**config.mk**
```make
export PLATFORM = sky130hd
export DESIGN_NAME = lmts_ctrl
export DESIGN_NICKNAME = d
export VERILOG_FILES = /design/src/rtl/core/lmts_pkg.sv /design/src/rtl/core/lmts_ctrl.sv
export SDC_FILE = /design/constraint.sdc
export NUM_CORES = 1
export LEC_CHECK = 0
export BUFFER_PORTS_ARGS = -buffer_cell sky130_fd_sc_hd__buf_2
export CAP_MARGIN = 20
export CORE_AREA = 4 4 41 43
export DETAILED_ROUTE_END_ITERATION = 8
export DIE_AREA = 0 0 45 47
export HOLD_SLACK_MARGIN = 0.15
export MAX_ROUTING_LAYER = met4
export PLACE_DENSITY = 0.66
export SLEW_MARGIN = 10
export SYNTH_ARGS = -nofsm -noshare
export SYNTH_HDL_FRONTEND = slang
export SYNTH_SLANG_ARGS = --single-unit
```
**constraint.sdc**
```tcl
create_clock -name clk -period 1.85 [get_ports clk]
set_input_delay 0.37 -clock clk [delete_from_list [all_inputs] [get_ports clk]]
set_output_delay 0.37 -clock clk [all_outputs]
set_load 0.02 [all_outputs]
```
**src/rtl/core/lmts_pkg.sv**
```systemverilog
// ----------------------------------------------------------------------------
// lmts_pkg
// Shared constants, command codes and controller/datapath interface types
// for the laxity and memory aware task scheduler.
// ----------------------------------------------------------------------------
package lmts_pkg;

	localparam int MAX_TASKS_DEF     = 16;
	localparam int MAX_STEPS_DEF     = 256;
	localparam int DEADLINE_BITS_DEF = 16;

	// internal arithmetic widths
	localparam int RD_W  = 32;  // remaining deadline, signed
	localparam int LAX_W = 34;  // laxity, signed
	localparam int FEA_W = 44;  // feasibility points and sums, signed
	localparam int PRI_W = 56;  // priority in q8.8 units, signed

	localparam int IN_DATA_W  = 72;
	localparam int OUT_DATA_W = 96;
	localparam int CFG_DATA_W = 16;

	localparam logic [1:0] CMD_LOAD_TASK = 2'd0;
	localparam logic [1:0] CMD_LOAD_MEM  = 2'd1;
	localparam logic [1:0] CMD_TICK      = 2'd2;

	localparam logic CFG_ALPHA      = 1'b0;
	localparam logic CFG_TASK_COUNT = 1'b1;

	typedef struct packed {
		logic load_task;
		logic load_mem;
		logic tick_start;
		logic pri_read;
		logic pri_mul;
		logic pri_cmp;
		logic feas_prep;
		logic dmax_step;
		logic cand_start;
		logic cand_next;
		logic sum_step;
		logic set_sw;
		logic commit;
		logic out_load;
	} ctl_t;

	typedef struct packed {
		logic idx_end;
		logic run_feas;
		logic fail;
		logic cand_end;
		logic cand_ok;
		logic neg_r;
		logic out_free;
	} sts_t;

endpackage

```
**src/rtl/core/lmts_ctrl.sv**
```systemverilog
// ----------------------------------------------------------------------------
// lmts_ctrl
// Sequencer for one scheduler tick: release, priority scan, feasibility
// walk, optional switch to least laxity, commit and result hand-off.
// ----------------------------------------------------------------------------
module lmts_ctrl (
	input  logic             clk,
	input  logic             arst_n,
	input  logic             in_valid,
	input  logic [1:0]       in_cmd,
	output logic             in_ready,
	output lmts_pkg::ctl_t   ctl,
	input  lmts_pkg::sts_t   sts
);
	import lmts_pkg::*;

	localparam logic [3:0] ST_IDLE    = 4'd0;
	localparam logic [3:0] ST_PRI_RD  = 4'd1;
	localparam logic [3:0] ST_PRI_MUL = 4'd2;
	localparam logic [3:0] ST_PRI_CMP = 4'd3;
	localparam logic [3:0] ST_FEAS    = 4'd4;
	localparam logic [3:0] ST_DMAX    = 4'd5;
	localparam logic [3:0] ST_CAND    = 4'd6;
	localparam logic [3:0] ST_SUM     = 4'd7;
	localparam logic [3:0] ST_SWITCH  = 4'd8;
	localparam logic [3:0] ST_COMMIT  = 4'd9;
	localparam logic [3:0] ST_OUT     = 4'd10;

	logic [3:0] state_q;
	logic [3:0] state_nxt;

	always_ff @(posedge clk or negedge arst_n) begin
		if (!arst_n) begin
			state_q <= ST_IDLE;
		end else begin
			state_q <= state_nxt;
		end
	end

	always_comb begin
		ctl       = '0;
		state_nxt = state_q;
		in_ready  = (state_q == ST_IDLE);
		unique case (state_q)
			ST_IDLE: begin
				if (in_valid) begin
					unique case (in_cmd)
						CMD_LOAD_TASK: ctl.load_task = 1'b1;
						CMD_LOAD_MEM:  ctl.load_mem = 1'b1;
						CMD_TICK: begin
							ctl.tick_start = 1'b1;
							state_nxt      = ST_PRI_RD;
						end
						default: ;
					endcase
				end
			end
			ST_PRI_RD: begin
				if (sts.idx_end) begin
					state_nxt = ST_FEAS;
				end else begin
					ctl.pri_read = 1'b1;
					state_nxt    = ST_PRI_MUL;
				end
			end
			ST_PRI_MUL: begin
				ctl.pri_mul = 1'b1;
				state_nxt   = ST_PRI_CMP;
			end
			ST_PRI_CMP: begin
				ctl.pri_cmp = 1'b1;
				state_nxt   = ST_PRI_RD;
			end
			ST_FEAS: begin
				if (sts.run_feas) begin
					ctl.feas_prep = 1'b1;
					state_nxt     = ST_DMAX;
				end else begin
					state_nxt = ST_COMMIT;
				end
			end
			ST_DMAX: begin
				if (sts.idx_end) begin
					state_nxt = sts.fail ? ST_SWITCH : ST_CAND;
				end else begin
					ctl.dmax_step = 1'b1;
				end
			end
			ST_CAND: begin
				if (sts.cand_end) begin
					state_nxt = ST_COMMIT;
				end else if (sts.cand_ok) begin
					ctl.cand_start = 1'b1;
					state_nxt      = ST_SUM;
				end else begin
					ctl.cand_next = 1'b1;
				end
			end
			ST_SUM: begin
				if (sts.idx_end) begin
					if (sts.neg_r) begin
						state_nxt = ST_SWITCH;
					end else begin
						ctl.cand_next = 1'b1;
						state_nxt     = ST_CAND;
					end
				end else begin
					ctl.sum_step = 1'b1;
				end
			end
			ST_SWITCH: begin
				ctl.set_sw = 1'b1;
				state_nxt  = ST_COMMIT;
			end
			ST_COMMIT: begin
				ctl.commit = 1'b1;
				state_nxt  = ST_OUT;
			end
			ST_OUT: begin
				if (sts.out_free) begin
					ctl.out_load = 1'b1;
					state_nxt    = ST_IDLE;
				end
			end
			default: state_nxt = ST_IDLE;
		endcase
	end

endmodule

```
Word-level counts from Yosys, hierarchy flattened
Index checks and enable logic that the tools add are counted.

Eq/ne operators: 18. Multiplexer cells: 36. Reductions and logical operators: 3.

Operators with widths (number): one-hot mux 4 bit (11 select lines) (1); 2-to-1 mux 4 bit (10); 2-to-1 mux 1 bit (20); equality test 4 x 3 -> 1 bit, second input constant (4); equality test 4 bit, second input constant (3); 2-to-1 mux 3 bit (3); equality test 4 x 2 -> 1 bit, second input constant (2); != test 2 bit, second input constant (4); AND reduction 6 bit (1); equality test 4 x 1 -> 1 bit, second input constant (1); logical NOT 4 bit (1); != test 3 bit, second input constant (1); equality test 2 x 1 -> 1 bit, second input constant (1); equality test 2 bit, second input constant (1); logical NOT 2 bit (1); 2-to-1 mux 2 bit (1); != test 2 x 1 -> 1 bit, second input constant (1); one-hot mux 1 bit (2 select lines) (1).

Register bits: 4.

Logic depth before layout (Yosys ltp)
Gate-level depths: netlist of the first run.

Depth in word-level cells: 4. Mapped depth: 5. Mapped depth without buffers: 4.

Worst setup path after synthesis of the first run
Ideal clock, no wire load.

Kind: register to output. Start point: register state_q[1]. End point: output ctl[13] (netlist bit). Data required time: 1480 ps. Slack: -374 ps. Stages on the path, launching flop included: 3. Data arrival time: 1854 ps. Cells stage by stage: dfrtp_1 -> nor4_2 -> nor4bb_1.

RTL lines: from (decl) (line lmts_ctrl.sv:29) `logic [3:0] state_q;`; from (signal assigned) (line lmts_ctrl.sv:36) `state_q <= state_nxt;`; to (decl) (line lmts_ctrl.sv:12) `output lmts_pkg::ctl_t ctl,`.

==> key figures, run 1 <==
Finish
  – Fill cells: 109
  – Fraction of layout cells with a size suffix above 1: 55.7%
  – Fin util: 61.3%
  – Max FFs per register: 4
  – Largest Register: state_q
  – Final #Nets: 111
  – Syn-to-layout area delta: 62.3%
  – Finished Layout Cells: 112
  – Antenna fix cells: 0
  – Top Registers: state_q x4

Timing
  – RSZ-0062 raised after global routing: true
  – Final Critical Period: 1.91 ns
  – Clock Skews: 0.00617 ns
  – Peak Freq: 0.523 GHz
  – Worst setup margin: -0.0609 ns
  – Worst rel slew slack: 81.9%
  – Slew at the pin with the worst max-slew slack: 0.270 ns
  – Period utilization: 103%
  – Max-slew violations: 0
  – Final Hold Vio Count: 0
  – Final setup fails: 1

Placement
  – Gpl congestion: 0.742
  – Port buffer count: 26
  – Cells after DPL: 105
  – Worst slack at placement: 0.0866 ns
  – Hpwl dp: 1.17 mm

Die
  – Chip Height: 47 µm
  – Die X: 45 µm
  – Die ar.: 0.00212 mm²
  – Starting Density: 37.8%
  – Top Ports: 27
  – CORE AREA: 0.00130 mm²
  – Num rows: 13

Routing
  – Antenna viol nets, final: 0
  – Drt initial violations: 9
  – Routed WL per cell: 13.6 µm
  – Vias per Instance: 5.55
  – # DRC: 0
  – DRT Wirelength: 1.53 mm
  – Vias: 622
  – TritonRoute pass-1 iters: 4

Clock network
  – # H-tree levels: 1
  – Clk slew on worst S/H paths: 0.04 ns
  – Max clock buf depth: 2
  – Clk sinks: 4
  – Worst skew pair latency: 0.24 ns
  – Inserted Clock Buffers: 3
  – Clock Tree Root: clkbuf_4
  – CTS tree: done

Global route
  – GR Util All Layers: 15.9%
  – First-pass GRT wire length: 2.35 mm
  – Busiest grt layer: met2
  – Gr ovfl total: 0
  – Initial antenna violation count: 0
  – Vias in the first global route: 549
  – Pin count of the biggest net entering global routing: 12
  – GR Layer Usage met1: 20.7%
  – GR Util met2: 23.4%
  – GR Layer Usage met3: 4.98%

Setup path
  – Crit path kind: reg -> out
  – R2R Path Start: state_q[0]
  – Worst endpoint data arrival time: 1.54 ns
  – RR Endpoint: state_q[1]
  – Worst R2R Setup Slack: 0.07 ns
  – CP max FO: 3
  – CP Data Required Time: 1.48 ns
  – Worst Setup Start Kind: register
  – Worst R2R Path Depth: 5
  – CP Capture Type: primary output

Power
  – Max rail drop VDD: 0.836 mV
  – Power per standard cell area: 1440 mW/mm²
  – Total leakage power: 0.395 nW
  – Total power draw: 1.15 mW

Yosys
  – Warnings, synthesis: 0
  – Syn Area/Cell: 8.06 µm²
  – Post-Syn Instances: 61
  – Share of the yosys chip area belonging to registers: 20.4%
  – Net Count, Synth: 73
  – Post-Syn Area: 492 µm²
  – Top-area cell type share of the netlist area: 20.4%
  – Top cells by area, synth: dfrtp_1 20%, nor3_1 6.1%, nor2b_1 5.1%
  – Synth Register Bits: 4
  – Distinct cells, synth: 34
  – Yosys top cell by area: dfrtp_1

Outcome
  – Failing checks: negative setup slack
  – Outcome: finished with violations

Worst hold path
  – Min-Delay Path Class: in -> async

Flow run
  – Max-cap viol count: 0
==> stage by stage <==
stage               area (µm²)  setup TNS (ns)  hold slack (ns)
global route               798          -0.473            0.467
detailed placement         699               0            0.183
floorplan                  514          -0.107           0.0744
CTS                        758          -0.162            0.463
global placement           699               0            0.182
finish                     798         -0.0609            0.464
==> Yosys cell counts <==
| library cell | number |
|---|---|
| nor3_1 | 6 |
| dfrtp_1 | 4 |
| inv_1 | 4 |
| nor2b_1 | 4 |
| clkbuf_1 | 3 |
| nor2_1 | 3 |
| a22o_1 | 2 |
| a22oi_1 | 2 |
| nand2_1 | 2 |
| nand2b_1 | 2 |
| nor4_1 | 2 |
| nor4b_1 | 2 |
| o21a_1 | 2 |
| o21ai_1 | 2 |
| or2b_1 | 2 |
| a21bo_1 | 1 |
| and3_4 | 1 |
| and4b_1 | 1 |
| buf_2 | 1 |
| mux2_2 | 1 |
| mux2_4 | 1 |
| nand2b_4 | 1 |
| nand3b_1 | 1 |
| nand4b_1 | 1 |
| nor3b_1 | 1 |
| nor4_2 | 1 |
| nor4bb_1 | 1 |
| o21ai_0 | 1 |
| o221ai_1 | 1 |
| o2bb2ai_1 | 1 |
| o31a_1 | 1 |
| o41ai_1 | 1 |
| or3_1 | 1 |
| or4_1 | 1 |
==> how the worst max path moves through the flow <==
stage                    start  slack [ns]      end  depth (start not counted)
finish              state_q[0]       -0.06   ctl[4]                          4
global route        state_q[0]       -0.11   ctl[4]                          4
detailed placement  state_q[0]        0.09   ctl[4]                          4
global placement    state_q[0]         0.1   ctl[4]                          4
floorplan           state_q[1]       -0.11  ctl[13]                          2
CTS                 state_q[0]        -0.1   ctl[4]                          4
==> routing by layer <==
| metal | vias to the layer above | wire length, µm |
|---|---|---|
| met3 | 3 | 66 |
| met5 | - | 0 |
| met2 | 20 | 734 |
| li1 | 307 | - |
| met1 | 292 | 717 |
| met4 | 0 | 8 |
==> cells in the final DEF (no fill, tap or decap), drive strengths merged, types with 3 or more instances in the layout <==
cell / count
dfrtp: 4
nor3: 6
inv: 4
nor2: 3
o21ai: 3
buf: 36
nor4: 3
clkbuf: 3
nand2b: 3
nor2b: 4
==> report_power, final <==
part           internal [mW]  switching, mW
Sequential             0.133         0.0739
Clock                 0.0729         0.0414
Combinational          0.405          0.421
Total                  0.611          0.536
==> cell type report <==
class                      instances  area (µm²)  share of cell area (%)
multi-input combinational         49         415                    52.0
timing repair buffer              37         223                    27.9
sequential                         4         104                    13.0
clock buffer                       3        22.5                    2.82
tap                               15        18.8                    2.35
inverter                           4        15.0                    1.88
==> logic make-up (layout without fill, tap and decap cells) <==
logic type,after synthesis,in the layout,synth area share [%]
AND/OR/NAND/NOR,33,33,46.1
buffers and inverters,8,44,6.36
flip-flops,4,4,20.4
AO/OA/AOI/OAI,14,14,21.9
multiplexers,2,2,5.34
==> worst max-delay path: stages, from the launching register on <==
cell	delay, ns
dfrtp_2	0.42
nand2b_4	0.15
or4_4	0.49
o41ai_2	0.06
buf_4	0.19
==> repair_timing <==
item,CTS,global route
hold endpoints to repair,4,0
setup buffers,1,2
hold buffers,1,0
gates resized for setup,6,6
pin swaps,0,1
setup endpoints to repair,4,9
Note: power is estimated with default switching activity, not from simulation.
==> run 2, diff against run 1 <==
REMOVE_ABC_BUFFERS = 1   (was default)
SKIP_LAST_GASP = 1   (was default)
==> run 2 against run 1 <==
The run still ends with negative setup slack left. Worst setup slack lost 0.0038 ns. Die area unchanged. Largest cell class unchanged. Critical endpoint unchanged. Global-route usage grew 2.0 points. Critical path type unchanged. Largest power group unchanged.
==> key figures, run 2 (synthesized netlist as in run 1, its figures left out) <==
Power
  – Switch share: 45.9%
  – Cell-internal power: 0.696 mW
  – Total power draw: 1.29 mW
  – Total leakage power: 0.432 nW
  – Sw Pwr: 0.590 mW
  – Power per standard cell area: 1470 mW/mm²
  – Clock share of power: 8.3%
  – Gate power share: 75.6%
  – Max rail drop VDD: 1.01 mV
  – Sequential share of power: 16.1%

Timing
  – Worst setup margin: -0.0647 ns
  – Final Critical Period: 1.91 ns
  – RSZ-0062 raised after global routing: true
  – Peak Freq: 0.522 GHz
  – Max-slew violations: 0
  – Final setup fails: 4
  – Hold Slack: 0.477 ns
  – Worst rel slew slack: 80.4%
  – Period utilization: 103%
  – Clock Skews: 0.00105 ns
  – Final Hold Vio Count: 0
  – Slew at the pin with the worst max-slew slack: 0.292 ns

Setup path
  – Worst-path cell chain: nand2b_1 > or4_4 > o41ai_2 > buf_4
  – Delay-heaviest family, CP: simple AND/OR/NAND/NOR gates
  – CP peak stage delay: 0.44 ns
  – Buf+Inv Stages, Crit Path: 1
  – Worst Setup Start Kind: register
  – Worst endpoint data arrival time: 1.54 ns
  – CP max FO: 4
  – R2R Path Start: state_q[3]
  – CP startpoint: state_q[3]
  – Slowest cell on crit path: or4_4
  – Crit path kind: reg -> out
  – CP Capture Type: primary output
  – CP Data Required Time: 1.48 ns

Global route
  – First-pass GRT wire length: 2.74 mm
  – Pin count of the biggest net entering global routing: 11
  – Gr ovfl total: 0
  – Vias in the first global route: 606
  – GR Util All Layers: 17.9%
  – Initial antenna violation count: 0

Die
  – CORE AREA: 0.00130 mm²
  – Die ar.: 0.00212 mm²
  – Chip Height: 47 µm
  – Num rows: 13
  – Top Ports: 27
  – Die X: 45 µm
  – Starting Density: 37.8%

Clock network
  – Max clock buf depth: 2
  – Clk slew on worst S/H paths: 0.04 ns
  – Clk sinks: 4
  – CTS tree: done
  – Inserted Clock Buffers: 3
  – # H-tree levels: 1
  – Worst skew pair latency: 0.23 ns
  – Clock Tree Root: clkbuf_4

Routing
  – M1 WL: 779 µm
  – Routed WL per cell: 15.6 µm
  – Top routing layer in use: met4
  – Met3 WL: 72 µm
  – DRT Wirelength: 1.82 mm
  – Vias: 640
  – WL met2: 938 µm
  – Drt initial violations: 13
  – Vias per Instance: 5.47
  – TritonRoute pass-1 iters: 4
  – # DRC: 0
  – Antenna viol nets, final: 0

Placement
  – Gpl congestion: 0.795
  – Port buffer count: 26
  – Hpwl dp: 1.13 mm
  – Cells after DPL: 105

Finish
  – Largest Register: state_q
  – Fraction of layout cells with a size suffix above 1: 58.8%
  – Top Registers: state_q x4
  – Max FFs per register: 4
  – Antenna fix cells: 0
  – Fin util: 67.2%
  – Final #Nets: 116
  – Finished Layout Cells: 117
  – Commonest non-fill, non-tap cells in the layout: 19 x buf_2, 19 x buf_4
  – Syn-to-layout area delta: 77.9%

Outcome
  – Failing checks: negative setup slack
  – Outcome: finished with violations

Flow run
  – Max-cap viol count: 0

Worst hold path
  – Min-Delay Path Class: in -> async
run 2: cell count changes in the layout (fill, tap and decap cells not counted), sizes merged:
cell  delta
buf      +5
run 2: routing by layer:
metal	track usage [%]	vias to the layer above
met4	3.51	0
met1	23.1	297
met3	1.15	4
met2	30.8	22
met5	-	-
li1	-	317
run 2: area by class of cell:
| class | instances | area (µm²) |
|---|---|---|
| repair buffers | 42 | 282 |
| inverters | 4 | 15.0 |
| well taps | 15 | 18.8 |
| clock buffers | 3 | 22.5 |
| fillers | 106 | 427 |
| multi-input cells | 49 | 432 |
| flip-flops and latches | 4 | 105 |
run 2: path summary, 6_finish.rpt:
kind                              end  depth (start not counted)  slack, ns
min reg2reg                state_q[0]                          3       0.75
max                            ctl[4]                          4      -0.06
min in group clk           state_q[3]                          3       0.58
max reg2reg                state_q[1]                          7       0.04
max in group asynchronous  state_q[0]                          2       1.24
min                        state_q[2]                          2       0.48
run 2: through the flow:
stage,TNS [ns],setup WS [ns],cell area [µm²]
after global placement,0,0.106,677
final,-0.149,-0.0647,875
after CTS,-0.229,-0.0895,800
after detailed placement,0,0.0504,677
after global routing,-0.531,-0.140,875
after floorplan,-0.664,-0.482,475
run 2: power groups by stage:
stage | combinational, mW | sequential, mW | clock, mW
after floorplan | 0.446 | 0.227 | 0
final | 0.972 | 0.208 | 0.106
after global placement | 0.717 | 0.204 | 0
after CTS | 0.850 | 0.205 | 0.111
after detailed placement | 0.716 | 0.208 | 0
after global routing | 1.04 | 0.214 | 0.120
run 2: what timing repair did:
item                       in CTS  in global routing
resized for setup              10                 15
setup endpoints to repair       6                 11
hold buffers                    1                  0
pin swaps                       3                  2
hold endpoints to repair        4                  0
buffers inserted                7                  2
